## src/sv/an_plus_b_parser_core_macros.svh

```systemverilog
// assertion macros for the an+b parser core
`ifndef AN_PLUS_B_PARSER_CORE_MACROS_SVH
`define AN_PLUS_B_PARSER_CORE_MACROS_SVH

// condition must hold in the same cycle
`define ABP_ASSERT_NOW(lbl, ante, cons, msg) \
	lbl: assert property (@(posedge clk) disable iff (!arst_n) (ante) |-> (cons)) \
		else $error(msg);

// condition must hold in the next cycle
`define ABP_ASSERT_NEXT(lbl, ante, cons, msg) \
	lbl: assert property (@(posedge clk) disable iff (!arst_n) (ante) |=> (cons)) \
		else $error(msg);

`endif

```

## src/sv/abp_pkg.sv

```systemverilog
// shared types and character constants for the an+b parser
package abp_pkg;

	localparam int COEF_W = 32;

	// parse phases
	typedef enum logic [2:0] {
		PH_START,
		PH_LEAD,
		PH_AFTN,
		PH_GAP,
		PH_BSIGN,
		PH_BGAP,
		PH_BDIG
	} abp_phase_t;

	typedef enum logic [1:0] {
		SG_NONE,
		SG_PLUS,
		SG_MINUS
	} abp_sign_t;

	// progress through the keywords odd and even
	typedef enum logic [2:0] {
		WM_NONE = 3'd0,
		WM_O    = 3'd1,
		WM_OD   = 3'd2,
		WM_ODD  = 3'd3,
		WM_E    = 3'd4,
		WM_EV   = 3'd5,
		WM_EVE  = 3'd6,
		WM_EVEN = 3'd7
	} abp_word_t;

	typedef struct packed {
		abp_phase_t phase;
		logic       pending_space;
		logic       seen_text;
		abp_sign_t  sign;
		logic       digits_seen;
		abp_word_t  word_match;
		logic       failed;
	} abp_ctl_t;

	localparam abp_ctl_t CTL_RESET = '{
		phase:         PH_START,
		pending_space: 1'b0,
		seen_text:     1'b0,
		sign:          SG_NONE,
		digits_seen:   1'b0,
		word_match:    WM_NONE,
		failed:        1'b0
	};

	typedef struct packed {
		logic                     valid_res;
		logic signed [COEF_W-1:0] coef_a;
		logic signed [COEF_W-1:0] coef_b;
	} abp_result_t;

	localparam logic [7:0] CH_TAB   = 8'h09;
	localparam logic [7:0] CH_SPACE = 8'h20;
	localparam logic [7:0] CH_PLUS  = 8'h2b;
	localparam logic [7:0] CH_MINUS = 8'h2d;
	localparam logic [7:0] CH_0     = 8'h30;
	localparam logic [7:0] CH_9     = 8'h39;
	localparam logic [7:0] CH_UA    = 8'h41;
	localparam logic [7:0] CH_UZ    = 8'h5a;
	localparam logic [7:0] CH_CASE  = 8'h20;
	localparam logic [7:0] CH_D     = 8'h64;
	localparam logic [7:0] CH_E     = 8'h65;
	localparam logic [7:0] CH_N     = 8'h6e;
	localparam logic [7:0] CH_O     = 8'h6f;
	localparam logic [7:0] CH_V     = 8'h76;

endpackage

```

## src/sv/abp_char_if.sv

```systemverilog
// character channel: one text byte per item
interface abp_char_if;
	logic       valid;
	logic       ready;
	logic [7:0] character;
	logic       last;

	modport source (output valid, output character, output last, input ready);
	modport sink (input valid, input character, input last, output ready);
endinterface

```

## src/sv/abp_result_if.sv

```systemverilog
// result channel: validity and coefficients of one argument
interface abp_result_if;
	logic               valid;
	logic               ready;
	logic               valid_res;
	logic signed [31:0] coef_a;
	logic signed [31:0] coef_b;

	modport source (output valid, output valid_res, output coef_a, output coef_b, input ready);
	modport sink (input valid, input valid_res, input coef_a, input coef_b, output ready);
endinterface

```

## src/sv/abp_step.sv

```systemverilog
// parse state and per-character next-state logic
module abp_step import abp_pkg::*; #(
	parameter int COEF_BITS = 32
) (
	input  logic        clk,
	input  logic        arst_n,
	input  logic        adv,
	input  logic [7:0]  character,
	input  logic        last,
	output abp_result_t res,
	output abp_ctl_t    ctl
);

	localparam int AW = COEF_BITS - 1;

	typedef struct packed {
		abp_ctl_t               ctl;
		logic [AW-1:0]          acc;
		logic [COEF_BITS-1:0]   held;
	} abp_pstate_t;

	abp_ctl_t             ctl_q;
	logic [AW-1:0]        acc_q;
	logic [COEF_BITS-1:0] held_q;

	// collapsed space fed before the next visible character
	function automatic abp_pstate_t feed_space(abp_pstate_t s);
		abp_pstate_t n;
		n = s;
		n.ctl.word_match = WM_NONE;
		if (!s.ctl.failed) begin
			if (s.ctl.phase == PH_AFTN) begin
				n.ctl.phase = PH_GAP;
			end else if (s.ctl.phase == PH_BSIGN) begin
				n.ctl.phase = PH_BGAP;
			end else begin
				n.ctl.failed = 1'b1;
			end
		end
		n.ctl.seen_text = 1'b1;
		return n;
	endfunction

	// one visible, case-folded character
	function automatic abp_pstate_t feed_char(abp_pstate_t s, logic [7:0] c);
		abp_pstate_t          n;
		logic                 digit;
		logic                 sgn;
		logic [AW+3:0]        prod;
		logic [AW-1:0]        acc_d;
		abp_sign_t            csign;
		logic [COEF_BITS-1:0] lead_mag;
		n = s;
		digit = (c >= CH_0) && (c <= CH_9);
		sgn = (c == CH_PLUS) || (c == CH_MINUS);
		// times ten as two shifts, saturating at the coefficient maximum
		prod = ({4'b0, s.acc} << 3) + ({4'b0, s.acc} << 1) + {{AW{1'b0}}, c[3:0]};
		acc_d = (prod[AW+3:AW] != 4'b0) ? {AW{1'b1}} : prod[AW-1:0];
		csign = (c == CH_MINUS) ? SG_MINUS : SG_PLUS;
		lead_mag = s.ctl.digits_seen ? {1'b0, s.acc} : COEF_BITS'(1);

		priority if (!s.ctl.seen_text) begin
			n.ctl.word_match = (c == CH_O) ? WM_O : ((c == CH_E) ? WM_E : WM_NONE);
		end else if (s.ctl.word_match == WM_O && c == CH_D) begin
			n.ctl.word_match = WM_OD;
		end else if (s.ctl.word_match == WM_OD && c == CH_D) begin
			n.ctl.word_match = WM_ODD;
		end else if (s.ctl.word_match == WM_E && c == CH_V) begin
			n.ctl.word_match = WM_EV;
		end else if (s.ctl.word_match == WM_EV && c == CH_E) begin
			n.ctl.word_match = WM_EVE;
		end else if (s.ctl.word_match == WM_EVE && c == CH_N) begin
			n.ctl.word_match = WM_EVEN;
		end else begin
			n.ctl.word_match = WM_NONE;
		end

		if (!s.ctl.failed) begin
			unique case (s.ctl.phase)
				PH_START: begin
					if (sgn) begin
						n.ctl.sign = csign;
						n.ctl.phase = PH_LEAD;
					end else if (digit) begin
						n.acc = acc_d;
						n.ctl.digits_seen = 1'b1;
						n.ctl.phase = PH_LEAD;
					end else if (c == CH_N) begin
						n.held = COEF_BITS'(1);
						n.ctl.phase = PH_AFTN;
					end else begin
						n.ctl.failed = 1'b1;
					end
				end
				PH_LEAD: begin
					if (digit) begin
						n.acc = acc_d;
						n.ctl.digits_seen = 1'b1;
					end else if (c == CH_N) begin
						n.held = (s.ctl.sign == SG_MINUS) ? -lead_mag : lead_mag;
						n.ctl.phase = PH_AFTN;
					end else begin
						n.ctl.failed = 1'b1;
					end
				end
				PH_AFTN, PH_GAP: begin
					if (sgn) begin
						n.ctl.sign = csign;
						n.acc = '0;
						n.ctl.digits_seen = 1'b0;
						n.ctl.phase = PH_BSIGN;
					end else begin
						n.ctl.failed = 1'b1;
					end
				end
				PH_BSIGN, PH_BGAP, PH_BDIG: begin
					if (digit) begin
						n.acc = acc_d;
						n.ctl.digits_seen = 1'b1;
						n.ctl.phase = PH_BDIG;
					end else begin
						n.ctl.failed = 1'b1;
					end
				end
				default: begin
					n.ctl.failed = 1'b1;
				end
			endcase
		end
		n.ctl.seen_text = 1'b1;
		return n;
	endfunction

	logic [7:0]           folded;
	logic                 is_ws;
	abp_pstate_t          cur;
	abp_pstate_t          mid;
	abp_pstate_t          nxt;
	logic [COEF_BITS-1:0] b_mag;
	logic [COEF_BITS-1:0] b_val;

	always_comb begin
		folded = ((character >= CH_UA) && (character <= CH_UZ)) ? (character + CH_CASE)
			: character;
		is_ws = (folded == CH_SPACE) || (folded == CH_TAB);
		cur = '{ctl: ctl_q, acc: acc_q, held: held_q};
		mid = (!is_ws && ctl_q.pending_space) ? feed_space(cur) : cur;
		nxt = is_ws ? mid : feed_char(mid, folded);
		if (is_ws) begin
			if (ctl_q.seen_text) begin
				nxt.ctl.pending_space = 1'b1;
			end
		end else begin
			nxt.ctl.pending_space = 1'b0;
		end
	end

	// result from the state after this character
	always_comb begin
		b_mag = {1'b0, nxt.acc};
		b_val = (nxt.ctl.sign == SG_MINUS) ? -b_mag : b_mag;
		res = '0;
		if (nxt.ctl.seen_text) begin
			priority if (nxt.ctl.word_match == WM_ODD) begin
				res.valid_res = 1'b1;
				res.coef_a = COEF_W'(2);
				res.coef_b = COEF_W'(1);
			end else if (nxt.ctl.word_match == WM_EVEN) begin
				res.valid_res = 1'b1;
				res.coef_a = COEF_W'(2);
			end else if (!nxt.ctl.failed) begin
				if (nxt.ctl.phase == PH_LEAD && nxt.ctl.digits_seen) begin
					res.valid_res = 1'b1;
					res.coef_b = COEF_W'(signed'(b_val));
				end else if (nxt.ctl.phase == PH_AFTN || nxt.ctl.phase == PH_GAP) begin
					res.valid_res = 1'b1;
					res.coef_a = COEF_W'(signed'(nxt.held));
				end else if (nxt.ctl.phase == PH_BDIG) begin
					res.valid_res = 1'b1;
					res.coef_a = COEF_W'(signed'(nxt.held));
					res.coef_b = COEF_W'(signed'(b_val));
				end
			end
		end
	end

	always_ff @(posedge clk or negedge arst_n) begin
		if (!arst_n) begin
			ctl_q <= CTL_RESET;
			acc_q <= '0;
			held_q <= '0;
		end else if (adv) begin
			if (last) begin
				ctl_q <= CTL_RESET;
				acc_q <= '0;
				held_q <= '0;
			end else begin
				ctl_q <= nxt.ctl;
				acc_q <= nxt.acc;
				held_q <= nxt.held;
			end
		end
	end

	assign ctl = ctl_q;

endmodule

```

## src/sv/abp_result_reg.sv

```systemverilog
// output register holding one result item for the receiver
module abp_result_reg import abp_pkg::*; (
	input  logic        clk,
	input  logic        arst_n,
	input  logic        load,
	input  abp_result_t res,
	output logic        free,
	abp_result_if.source out_ch
);

	logic        valid_q;
	abp_result_t data_q;

	always_ff @(posedge clk or negedge arst_n) begin
		if (!arst_n) begin
			valid_q <= 1'b0;
		end else if (load) begin
			valid_q <= 1'b1;
		end else if (out_ch.ready) begin
			valid_q <= 1'b0;
		end
	end

	always_ff @(posedge clk) begin
		if (load) begin
			data_q <= res;
		end
	end

	assign free = !valid_q || out_ch.ready;
	assign out_ch.valid = valid_q;
	assign out_ch.valid_res = data_q.valid_res;
	assign out_ch.coef_a = data_q.coef_a;
	assign out_ch.coef_b = data_q.coef_b;

endmodule

```

## src/sv/an_plus_b_parser_core.sv

```systemverilog
// top level of the an+b argument parser
// use: send the argument text on in_ch, one byte per item, with last set on
//   the final byte; one result item per argument comes out on out_ch
// in_ch carries character and last, out_ch carries valid_res, coef_a, coef_b
// case is folded, whitespace runs collapse to one space, ends are trimmed
// path: the last item is accepted into the input register, then passes the
//   next-state logic into the output register once the result slot is free,
//   and the result is offered on out_ch from the output register
// throughput: one item per cycle unless a last byte waits on a held result,
//   limited by the update of the parse state, which every byte reads and writes
// reset: clears the input stage, the parse state and the output register;
//   the block accepts items as soon as reset is released
// stall: a held result blocks only a last item behind it; other bytes keep
//   flowing into the parse state, and in_ch.ready drops once the input
//   register holds a last byte that cannot yet be handed on
// COEF_BITS sets the accumulator width and the digit saturation point;
//   the coefficients are sign-extended to 32 bits (truncated if COEF_BITS > 32)
module an_plus_b_parser_core import abp_pkg::*; #(
	parameter int COEF_BITS = 32
) (
	input  logic       clk,
	input  logic       arst_n,
	abp_char_if.sink   in_ch,
	abp_result_if.source out_ch
);

	// input register
	logic        valid_s1;
	logic [7:0]  char_s1;
	logic        last_s1;

	logic        adv;
	logic        free;
	abp_result_t res;
	abp_ctl_t    ctl;

	// an item leaves the input stage unless it is last and the result slot is full
	assign adv = valid_s1 && (!last_s1 || free);
	assign in_ch.ready = !valid_s1 || adv;

	always_ff @(posedge clk or negedge arst_n) begin
		if (!arst_n) begin
			valid_s1 <= 1'b0;
		end else if (in_ch.valid && in_ch.ready) begin
			valid_s1 <= 1'b1;
		end else if (adv) begin
			valid_s1 <= 1'b0;
		end
	end

	always_ff @(posedge clk) begin
		if (in_ch.valid && in_ch.ready) begin
			char_s1 <= in_ch.character;
			last_s1 <= in_ch.last;
		end
	end

	// parse state and next-state logic
	abp_step #(
		.COEF_BITS(COEF_BITS)
	) u_step (
		.clk       (clk),
		.arst_n    (arst_n),
		.adv       (adv),
		.character (char_s1),
		.last      (last_s1),
		.res       (res),
		.ctl       (ctl)
	);

	// result register towards the receiver
	abp_result_reg u_result (
		.clk    (clk),
		.arst_n (arst_n),
		.load   (adv && last_s1),
		.res    (res),
		.free   (free),
		.out_ch (out_ch)
	);

	`include "an_plus_b_parser_core_macros.svh"

	// a finished argument is offered in the next cycle
	`ABP_ASSERT_NEXT(a_result_loaded, adv && last_s1, out_ch.valid, "result not offered")
	// the parser is re-armed after each argument
	`ABP_ASSERT_NEXT(a_rearmed, adv && last_s1, ctl == CTL_RESET, "parse state not cleared")
	// with room at the output the block never stalls its sender
	`ABP_ASSERT_NOW(a_no_stall, !out_ch.valid || out_ch.ready, in_ch.ready, "needless stall")
	// a syntax error carries zero coefficients
	`ABP_ASSERT_NOW(a_err_zero, out_ch.valid && !out_ch.valid_res,
		(out_ch.coef_a == 0) && (out_ch.coef_b == 0), "error with coefficients")

endmodule
```

## src/flat_wrapper.sv

```systemverilog
// flat-port wrapper written by rule: the top's interface ports become plain ports
module an_plus_b_parser_core_flat import abp_pkg::*;
#(
	parameter int COEF_BITS = 32
)
  (clk, arst_n, in_ch_valid, in_ch_character, in_ch_last, in_ch_ready, out_ch_valid, out_ch_valid_res, out_ch_coef_a, out_ch_coef_b, out_ch_ready);
  abp_char_if in_ch_i ();
  abp_result_if out_ch_i ();
  input  logic clk;
  input  logic arst_n;
  input wire logic [$bits(in_ch_i.valid)-1:0] in_ch_valid;
  input wire logic [$bits(in_ch_i.character)-1:0] in_ch_character;
  input wire logic [$bits(in_ch_i.last)-1:0] in_ch_last;
  output wire logic [$bits(in_ch_i.ready)-1:0] in_ch_ready;
  output wire logic [$bits(out_ch_i.valid)-1:0] out_ch_valid;
  output wire logic [$bits(out_ch_i.valid_res)-1:0] out_ch_valid_res;
  output wire logic [$bits(out_ch_i.coef_a)-1:0] out_ch_coef_a;
  output wire logic [$bits(out_ch_i.coef_b)-1:0] out_ch_coef_b;
  input wire logic [$bits(out_ch_i.ready)-1:0] out_ch_ready;
  assign in_ch_i.valid = in_ch_valid;
  assign in_ch_i.character = in_ch_character;
  assign in_ch_i.last = in_ch_last;
  assign in_ch_ready = in_ch_i.ready;
  assign out_ch_valid = out_ch_i.valid;
  assign out_ch_valid_res = out_ch_i.valid_res;
  assign out_ch_coef_a = out_ch_i.coef_a;
  assign out_ch_coef_b = out_ch_i.coef_b;
  assign out_ch_i.ready = out_ch_ready;
  an_plus_b_parser_core #(.COEF_BITS(COEF_BITS)) u_core (.clk(clk), .arst_n(arst_n), .in_ch(in_ch_i), .out_ch(out_ch_i));
endmodule
```

## config.mk

```make
export PLATFORM = sky130hd
export DESIGN_NAME = an_plus_b_parser_core_flat
export DESIGN_NICKNAME = d
export VERILOG_FILES = /design/src/sv/abp_pkg.sv /design/src/sv/abp_char_if.sv /design/src/sv/abp_result_if.sv /design/src/sv/abp_step.sv /design/src/sv/abp_result_reg.sv /design/src/sv/an_plus_b_parser_core.sv /design/src/flat_wrapper.sv
export VERILOG_INCLUDE_DIRS = /design/src /design/src/sv
export SDC_FILE = /design/constraint.sdc
export NUM_CORES = 1
export LEC_CHECK = 0
export ABC_AREA = 1
export BUFFER_PORTS_ARGS = -buffer_cell sky130_fd_sc_hd__buf_2
export CAP_MARGIN = 5
export CORE_ASPECT_RATIO = 1.5
export CORE_MARGIN = 3
export CORE_UTILIZATION = 35
export CTS_CLUSTER_SIZE = 24
export DETAILED_ROUTE_END_ITERATION = 6
export PLACE_DENSITY = 0.55
export SYNTH_ARGS = -nofsm -noshare
export SYNTH_HDL_FRONTEND = slang
export SYNTH_HIERARCHICAL = 1
export SYNTH_SLANG_ARGS = --single-unit
export TNS_END_PERCENT = 20
```

## constraint.sdc

```tcl
create_clock -name clk -period 9.3 [get_ports clk]
set_input_delay 1.86 -clock clk [delete_from_list [all_inputs] [get_ports clk]]
set_output_delay 1.86 -clock clk [all_outputs]
set_load 0.03 [all_outputs]
```

# Yosys cells after proc, flatten, opt, wreduce, memory -nomap -nowiden
# Cells that the tools add are included.
[totals]
reg_bits = 151
in_bits = 13
out_inout_bits = 67
[op_classes]
add_sub_neg = 5
order_cmp = 4
eq_ne = 30
muxes = 71
n_bitwise = 1
reduce_logical = 31
[ops]
columns = ["cell", "count"]
rows = [
  ["$mux W32", 11],
  ["$mux W65", 3],
  ["$mux W31", 5],
  ["$mux W75", 2],
  ["$mux W64", 2],
  ["$pmux W31 S3", 1],
  ["$mux W33", 2],
  ["$neg A31 Y32", 2],
  ["$pmux W32 S2", 1],
  ["$mux W3", 20],
  ["$eq A8 B7 Y1 const B", 5],
  ["$add A34 B32 Y35", 1],
  ["$add A35 B4 Y35", 1],
  ["$eq A3 B3 Y1 const B", 9],
  ["$eq A8 B6 Y1 const B", 3],
  ["$eq A3 B2 Y1 const B", 7],
  ["$mux W1", 16],
  ["$logic_and A1 B1 Y1", 12],
  ["$mux W12", 1],
  ["$pmux W3 S4", 1],
  ["$eq A3 B1 Y1 const B", 3],
  ["$add A8 B6 Y8 const B", 1],
  ["$eq A8 B4 Y1 const B", 1],
  ["$ge A8 B6 Y1 const B", 1],
  ["19 further kinds", 31],
]

# Logic depth before layout (Yosys ltp)
# Gate-level depths: netlist (run 1).
[logic_depth]
ltp_word = 25
mapped_depth = 31

# Modules after synthesis
# The synthesis (run 1) kept the hierarchy.
[modules_own_cells]
columns = ["module", "n_inst", "cells_per_inst", "area_per_inst_um2"]
rows = [
  ["abp_step", 1, 1547, 9316.4],
  ["abp_result_reg", 1, 70, 1996.9],
  ["an_plus_b_parser_core", 1, 19, 340.3],
]

# Least setup slack after synthesis (run 1)
# Ideal clock, no wire load.
[synth_path]
path_kind = "reg-to-reg"
start = "register u_core.char_s1[3]"
end = "register u_core.u_result.data_q (netlist bit u_core/u_result/out_ch.coef_b[28]) (data pin)"
arrival_time_ps = 3937
t_required_ps = 9045
setup_slack_ps = 5109
path_stages_with_launch = 26
n_path_buf = 1
period_less_slack_ps = 4191
path_cell_list = "edfxtp_1 -> fa_1 -> inv_1 -> fa_1 -> inv_1 -> nand4_1 -> nand2_1 -> nand2_1 -> nand2_1 -> nand2_1 -> nand3_1 -> nand2_1 -> nor2_4 -> nand2_2 -> nor2_4 -> nand2_1 -> a21oi_2 -> ha_1 -> nand3_2 -> nor2_4 -> nand2_2 -> nor2_2 -> buf_4 -> nand4_1 -> a21oi_1 -> nor2_1"
[synth_between]
elab_chain_cells = 19
word_cells_on_any_way = 96
[synth_rtl]
columns = ["item", "line_no", "rtl"]
rows = [
  ["from (decl)", "an_plus_b_parser_core.sv:29", "logic [7:0] char_s1;"],
  ["from (signal assigned)", "an_plus_b_parser_core.sv:53", "char_s1 <= in_ch.character;"],
  ["$ge A8 B7 Y1 / $le A8 B7 Y1 (equally long branches)", "abp_step.sv:143", "folded = ((character >= CH_UA) && (character <= CH_UZ)) ? (character + CH_CASE)"],
  ["$logic_and A1 B1 Y1", "abp_step.sv:143", ""],
  ["$mux W8 (*)", "abp_step.sv:143", ""],
  ["branches (longest 13 deep; another with $add A35 B4 Y35)", "--", ""],
  ["$mux W75 (*)", "abp_step.sv:148", "nxt = is_ws ? mid : feed_char(mid, folded);"],
  ["branches (longest 2 deep; another with $neg A31 Y32)", "--", ""],
  ["to (signal assigned)", "abp_result_reg.sv:26", "data_q <= res;"],
  ["to (decl)", "abp_result_reg.sv:12", "abp_result_t data_q;"],
]
# Every way passes the cells marked *.
# A chain may end at the register's enable or synchronous reset.

# Worst setup path after layout (run 1)
[layout_path]
start = "register u_core.char_s1[3]"
end = "register u_core.u_result.data_q (netlist bit u_core/u_result/out_ch.coef_b[16]) (data pin)"
# The elaborated chain is that of the path after synthesis.

==> results_dict.tcl, run 1 <==
set metrics [dict create \
    start_util_pct 35.6 \
    async_flop_share_pct 51.0 \
    max-slew-margin-rel_pct 25.1 \
    grtUsageMet2_pct 39.1 \
    totalWireLength_um 36900 \
    cts_tree "done" \
    synth_warnings 6 \
    cts_sinks 151 \
    ir_drop_v 0.000107 \
    hold_violations 0 \
    syn2layout_area_growth_pct 11.2 \
    cp_top_family "simple AND/OR/NAND/NOR gates" \
    cp-end-kind "flip-flop" \
    antennaDiodeCount 0 \
    grt_pass1_vias 10879 \
    core_um2 32700 \
    fillers 3467 \
    tightest_slew_ns 1.12 \
    grt_remaining_overflow 0 \
    clock-root-buffer "clkbuf_16" \
    drtPass1Iterations 6 \
    vias_per_cell 5.16 \
    synth-edff-count 74 \
    drc 0 \
    top_usage_layer "met2" \
    post_cts_resized 0 \
    cts_hold_buf 0 \
    port_buffers 79 \
    p_leak_nw 6.13 \
    die-width_um 155 \
    grt_pass1_wl_um 58600 \
    synth-seq-cells 151 \
    final_cell_mix "480 x nand2_1, 186 x inv_1, 163 x nor2_1" \
    track_usage_pct 20.8 \
    power.density_nw_per_um2 143 \
    postCtsSetupRepairBufs 0 \
    io-pin-count 80 \
    clockBufferDepth 2 \
    dp_cells 2087 \
    htree_num_levels 4 \
    clkTransAtPathRegs_ns 0.06 \
    worstPathRequired_ns 9.49 \
    die_height_um 229 \
    ys_types 55 \
    globalplace.congestion 0.910 \
    wire_per_inst_um 17.4 \
    finalCritPeriodShare_pct 56.2 \
    r2r_start "u_core/char_s1[3]$_DFFE_PP_" \
    finalMaxSlewViolations 0 \
    synth_top_area_share_pct 19.1 \
    std_cell_rows 81 \
    r2r_end "u_core/u_result/out_ch.coef_b[16]$_DFFE_PP_" \
    min_path_cells 2 \
    syn_nets 1715 \
    finalNonFillerCells 2119 \
    critPathMaxFanout 18 \
    grt_max_degree 78 \
    insertion_delay_ns 0.44 \
    critical_path.startpoint_type "flip-flop" \
    startpoint "u_core/char_s1[3]$_DFFE_PP_" \
    nets 1770 \
    yosysSeqAreaShare_pct 35.6 \
    hold-worst-slack_ns 0.490 \
    tns_ns 0 \
    use_met3_pct 2.29 \
    crit_type "reg -> reg" \
    grt_antenna_before_repair 0 \
    worstPathArrival_ns 5.41 \
    place_ws_ns 4.13 \
    cpMaxStageDelayCell "fa_1" \
    r2r_slack_ns 4.07 \
    drtAntennaViolNets 0 \
    mostFrequentLayoutCell "nand2_1" \
    finClkSkew_ns 0.0118 \
    synth_largest_area_cell "edfxtp_1" \
    reg2reg_depth 25 \
    dieArea_um2 35600 \
    dpl.hpwl_um 28900 \
    crit_top_cell "nand2_1" \
    rsz0062_at_grt "no" \
    outcome "completed" \
    min_to "u_core/u_step/held_q[20]$_DFFE_PN0P_" \
    crit_buf_inv 2 \
    cap_violations 0 \
    syn_area_per_cell_um2 7.12 \
    drive_gt1_share_pct 11.4 \
    syn-instance-count 1636 \
    grt_use_met1_pct 23.2 \
    hold_class "reg -> reg" \
    layout_setup_ws_ns 4.07 \
    synth_area_um2 11700 \
    dominantRegCellSynth "dfrtp_1" \
    cts_buffers 17 \
    drt-initial-drc-count 718 \
    vias 10929 \
    fmax_ghz 0.191 \
    max_stage_delay_ns 0.60 \
    hp-start "u_core/u_step/held_q[20]$_DFFE_PN0P_" \
    finalSetupViolCount 0 \
    fin_crit_ns 5.23 \
    synth.area.top_cells "edfxtp_1 19%, dfrtp_1 17%, nand2_1 15%" \
]
## cell usage after synthesis, types with 13 or more instances
| library cell | number |
|---|---|
| ha_1 | 64 |
| clkbuf_1 | 30 |
| xnor2_1 | 24 |
| nor3_1 | 52 |
| inv_2 | 14 |
| nand2_1 | 480 |
| dfrtp_1 | 77 |
| xor2_1 | 28 |
| o22ai_1 | 27 |
| nand3_1 | 76 |
| nor2_1 | 164 |
| a21oi_1 | 70 |
| a22oi_1 | 16 |
| o21ai_0 | 81 |
| edfxtp_1 | 74 |
| nor2_2 | 13 |
| nand2_2 | 20 |
| inv_1 | 187 |
| nand4_1 | 38 |
## how the worst max path moves through the flow
stage,end,slack (ns),cells past startpoint
6_report,u_core/u_result/out_ch.coef_b[16]$_DFFE_PP_,4.07,25
5_1_grt,u_core/u_result/out_ch.coef_b[16]$_DFFE_PP_,3.53,26
4_1_cts,u_core/u_result/out_ch.coef_b[16]$_DFFE_PP_,4.10,25
3_5_place_dp,u_core/u_result/out_ch.coef_b[16]$_DFFE_PP_,4.13,25
3_3_place_gp,u_core/u_result/out_ch.coef_b[16]$_DFFE_PP_,4.24,25
2_1_floorplan,u_core/u_result/out_ch.coef_b[28]$_DFFE_PP_,5.11,25
## sequential cells by signal (all words and copies together), names as in the netlist
register,cells
u_core/u_result/out_ch.valid,1
u_core/u_step/held_q,32
u_core/u_step/acc_q,31
u_core/last_s1,1
u_core/valid_s1,1
u_core/u_result/out_ch.coef_a,32
u_core/u_step/ctl,12
u_core/u_result/out_ch.coef_b,32
u_core/char_s1,8
u_core/u_result/out_ch.valid_res,1
## cell families (layout without fill, tap and decap cells)
group / count (synthesis) / in the layout / synth area share [%]
xor gates and xnor gates: 52 / 52 / 3.91
buffers and inverters: 255 / 323 / 8.66
muxes: 1 / 1 / 0.0859
DFF: 151 / 151 / 35.6
and+or+nand+nor: 874 / 874 / 32.7
AOI/OAI and AO/OA: 237 / 237 / 11.8
adders and majority gates: 66 / 66 / 7.21
## area by class of cell
| class | instances | area, um^2 | area share (%) |
|---|---|---|---|
| clock buffer | 21 | 450 | 3.48 |
| clock inverter | 11 | 100 | 0.773 |
| inverter | 203 | 766 | 5.91 |
| multi-input combinational | 1230 | 6510 | 50.2 |
| sequential | 151 | 4150 | 32.0 |
| tap | 415 | 519 | 4.01 |
| timing repair buffer | 88 | 465 | 3.59 |
## layer usage
layer | up-vias | wire, um
met3 | 78 | 1160
li1 | 5502 | -
met1 | 5098 | 14400
met2 | 251 | 20000
met4 | 0 | 1420
met5 | - | 0
## where the power goes
group	leakage (nW)	internal, mW	switching [mW]
registers	1.78	0.727	0.0304
logic	4.08	0.123	0.312
clock network	0.268	0.375	0.290
## per-stage QoR
step | instance area (um^2) | power (mW) | util, %
after floorplan | 11700 | 1.08 | -
after global placement | 12400 | 1.20 | 37.9
after detailed placement | 12400 | 1.20 | 37.9
after CTS | 13000 | 1.87 | 39.6
after global routing | 13000 | 1.95 | 39.6
final | 13000 | 1.86 | 39.6
## worst min-delay path: cells and delay by family, from the launching register on
kind               cells  cell delay [ns]
AOI/OAI and AO/OA      1             0.06
DFF                    1             0.34
and+or+nand+nor        1             0.05
No activity file was read; power rests on OpenSTA's default activity.
==> run 2, diff against run 1 <==
--- a/config.mk
+++ b/config.mk
@@ -6,7 +6,7 @@
 export SDC_FILE = /design/constraint.sdc
 export NUM_CORES = 1
 export LEC_CHECK = 0
-export ABC_AREA = 1
+export ABC_AREA = 0
 export BUFFER_PORTS_ARGS = -buffer_cell sky130_fd_sc_hd__buf_2
 export CAP_MARGIN = 5
 export CORE_ASPECT_RATIO = 1.5
@@ -14,7 +14,7 @@
 export CORE_UTILIZATION = 35
 export CTS_CLUSTER_SIZE = 24
 export DETAILED_ROUTE_END_ITERATION = 6
-export PLACE_DENSITY = 0.55
+export PLACE_DENSITY = 0.57
 export SYNTH_ARGS = -nofsm -noshare
 export SYNTH_HDL_FRONTEND = slang
 export SYNTH_HIERARCHICAL = 1
==> constraint.sdc (replaced) <==
create_clock -name clk -period 4.45 [get_ports clk]
set_input_delay 0.89 -clock clk [delete_from_list [all_inputs] [get_ports clk]]
set_output_delay 0.89 -clock clk [all_outputs]
set_load 0.03 [all_outputs]
==> run 2 against run 1 <==
The flow now finishes with violations (setup timing). Via count fell by 1.7%. Sequential share of layout area is 2.9 points lower. First-iteration DRC count is 10% lower. Critical path type unchanged. Critical endpoint is now u_core/u_result/out_ch.coef_b[28]$_DFFE_PP_. Non-clock buffer count up 181. Register-to-register slack worse by 4.1 ns. Cell count shrank 10%. Synthesized area fell by 3.7%. Global-route usage rose by 1.1 points. Die area decreased by 3.6%. Combinational power increased by 50%. Largest power group unchanged. Flip-flop and latch count unchanged.
==> results_dict.tcl, run 2 <==
set metrics [dict create \
    tns_ns -0.262 \
    seq_area_um2 4150 \
    synth_largest_area_cell "edfxtp_1" \
    syn_area_per_cell_um2 8.85 \
    dpl.hpwl_um 29300 \
    fillers 3087 \
    std_cell_rows 79 \
    reg2reg_depth 19 \
    async_flop_share_pct 51.0 \
    antennaDiodeCount 0 \
    layout_setup_ws_ns -0.0579 \
    grt_remaining_overflow 0 \
    clkTransAtPathRegs_ns 0.07 \
    place_ws_ns -0.266 \
    finalMaxSlewViolations 0 \
    cts_sinks 151 \
    finClkSkew_ns 0.0124 \
    synth.area.top_cells "edfxtp_1 20%, dfrtp_1 17%, ha_1 7.1%" \
    hp-start "u_core/u_step/held_q[14]$_DFFE_PN0P_" \
    port_buffers 79 \
    htree_num_levels 4 \
    mostFrequentLayoutCell "buf_4" \
    die-width_um 152 \
    hold-worst-slack_ns 0.483 \
    finalNonFillerCells 1900 \
    grt_pass1_wl_um 60100 \
    tightest_slew_ns 0.796 \
    max-slew-margin-rel_pct 47.0 \
    vias 10745 \
    ys_types 97 \
    r2r_start "u_core/u_step/acc_q[2]$_DFFE_PN0P_" \
    synth_warnings 6 \
    post_dp_cell_area_um2 13200 \
    worstPathRequired_ns 4.64 \
    clock-root-buffer "clkbuf_16" \
    drc 0 \
    vias_per_cell 5.66 \
    totalWireLength_um 38300 \
    globalplace.congestion 0.946 \
    r2r_end "u_core/u_result/out_ch.coef_b[28]$_DFFE_PP_" \
    multi_input_area_um2 6990 \
    finalSetupViolCount 8 \
    min_to "u_core/u_step/held_q[14]$_DFFE_PN0P_" \
    start_util_pct 35.8 \
    drive_gt1_share_pct 26.0 \
    p_total_mw 3.68 \
    track_usage_pct 21.9 \
    finalCritPeriodShare_pct 101 \
    final_core_util_pct 45.4 \
    rsz0062_at_grt "yes" \
    core_um2 31300 \
    hold_class "reg -> reg" \
    syn_nets 1347 \
    grt_pass1_vias 10826 \
    worstPathArrival_ns 4.70 \
    dieArea_um2 34300 \
    synth_top_area_share_pct 19.8 \
    r2r_slack_ns -0.06 \
    violations "setup timing" \
    critPathMaxFanout 4 \
    synth-edff-count 74 \
    ir_drop_v 0.000271 \
    drt-initial-drc-count 643 \
    synth_area_um2 11200 \
    synth-seq-cells 151 \
    syn2layout_area_growth_pct 26.9 \
    drtAntennaViolNets 0 \
    io-pin-count 80 \
    finalInstanceArea_um2 14200 \
    yosysSeqAreaShare_pct 37.0 \
    outcome "finished, violations left" \
    grt_max_degree 57 \
    syn-instance-count 1268 \
    die_height_um 225 \
    cts_buffers 17 \
    min_path_cells 2 \
    wire_per_inst_um 20.2 \
    critical_path.startpoint_type "flip-flop" \
    cap_violations 0 \
    yosysMostFrequentCell "nor2_1" \
    cts_tree "done" \
    dp_cells 1856 \
    hold_violations 0 \
    cp-end-kind "flip-flop" \
    p_leak_nw 5.94 \
    clockBufferDepth 2 \
    grt_antenna_before_repair 0 \
    fin_crit_ns 4.51 \
    yosys-top-cells-count "156 x nor2_1, 121 x a21oi_1, 105 x nand2_1, 77 x dfrtp_1, 74 x edfxtp_1" \
    nets 1561 \
    crit_type "reg -> reg" \
    power.density_nw_per_um2 259 \
    drtPass1Iterations 5 \
    dominantRegCellSynth "dfrtp_1" \
    final_cell_mix "185 x buf_4, 150 x nor2_1, 119 x a21oi_1" \
    insertion_delay_ns 0.44 \
    fmax_ghz 0.222 \
]
[run 2: cell count changes after synthesis, moves of 14 or more]
cell / change
clkbuf_1: +26
nor3_1: -16
nand4_1: -26
a21oi_1: +51
a21o_1: +15
o2bb2ai_1: +37
inv_2: -14
nand2_1: -375
nand3_1: -53
a22o_1: +22
nand2_2: -19
inv_1: -155
[run 2: per-layer routing]
metal | GRT usage [%] | part of all wire [%] | vias up
met1 | 26.8 | 42 | 5176
met2 | 38.9 | 51 | 296
met3 | 2.46 | 3.2 | 90
met5 | 0 | 0 | -
li1 | - | - | 5183
met4 | 10.0 | 3.9 | 0
[run 2: worst max path at each step]
stage / from / to / slack, ns
after global routing: u_core/u_step/acc_q[2]$_DFFE_PN0P_ / u_core/u_result/out_ch.coef_b[12]$_DFFE_PP_ / -0.23
after CTS: u_core/u_step/acc_q[0]$_DFFE_PN0P_ / u_core/u_result/out_ch.coef_b[30]$_DFFE_PP_ / -0.03
after global placement: u_core/u_step/acc_q[2]$_DFFE_PN0P_ / u_core/u_result/out_ch.coef_b[30]$_DFFE_PP_ / -0.19
after floorplan: u_core/u_step/acc_q[2]$_DFFE_PN0P_ / u_core/u_result/out_ch.coef_b[30]$_DFFE_PP_ / 0.003
final: u_core/u_step/acc_q[2]$_DFFE_PN0P_ / u_core/u_result/out_ch.coef_b[28]$_DFFE_PP_ / -0.06
after detailed placement: u_core/u_step/acc_q[2]$_DFFE_PN0P_ / u_core/u_result/out_ch.coef_b[30]$_DFFE_PP_ / -0.27
[run 2: critical path, cell delays in order, from the launching register on]
cell,delay [ns]
dfrtp_2,0.42
fa_1,0.54
inv_2,0.09
fa_2,0.20
nand2b_4,0.14
a21oi_4,0.06
o31a_1,0.36
a21o_1,0.20
a311o_2,0.49
xnor2_4,0.22
nand3_4,0.14
nor2_2,0.12
a2bb2oi_2,0.17
ha_2,0.23
o221ai_4,0.17
nor3_4,0.27
buf_4,0.15
a31oi_1,0.09
xor2_1,0.15
nor2_1,0.05
[run 2: power by group]
part	switching (mW)	internal (mW)	leakage, nW	total (mW)
Sequential	0.0342	1.51	1.77	1.54
Combinational	0.428	0.227	3.88	0.655
Clock	0.626	0.855	0.288	1.48
Total	1.09	2.59	5.94	3.68
[run 2: cell type report]
class,count,share of cell area [%]
multi-input cells,1010,49.1
flip-flops and latches,151,29.2
repair buffers,269,13.1
well taps,405,3.56
clock buffers,18,3.08
clock inverters,14,1.12
inverters,33,0.870
[run 2: cell families after synthesis]
kind of cell               after synthesis  share of synthesized area (%)
AOI/OAI and AO/OA                      437                           26.5
xor gates and xnor gates                65                           5.31
adders and majority gates               66                           7.49
buffers and inverters                  107                           3.72
DFF                                    151                           37.0
muxes                                   10                          0.981
and+or+nand+nor                        432                           19.1
[run 2: repair_timing]
action                                  4_1_cts  5_1_grt
pin swaps                                    12       21
buffers inserted                              3        9
endpoints found under the setup margin       24       28
hold buffers                                  0        0
gates resized for setup                      20       36
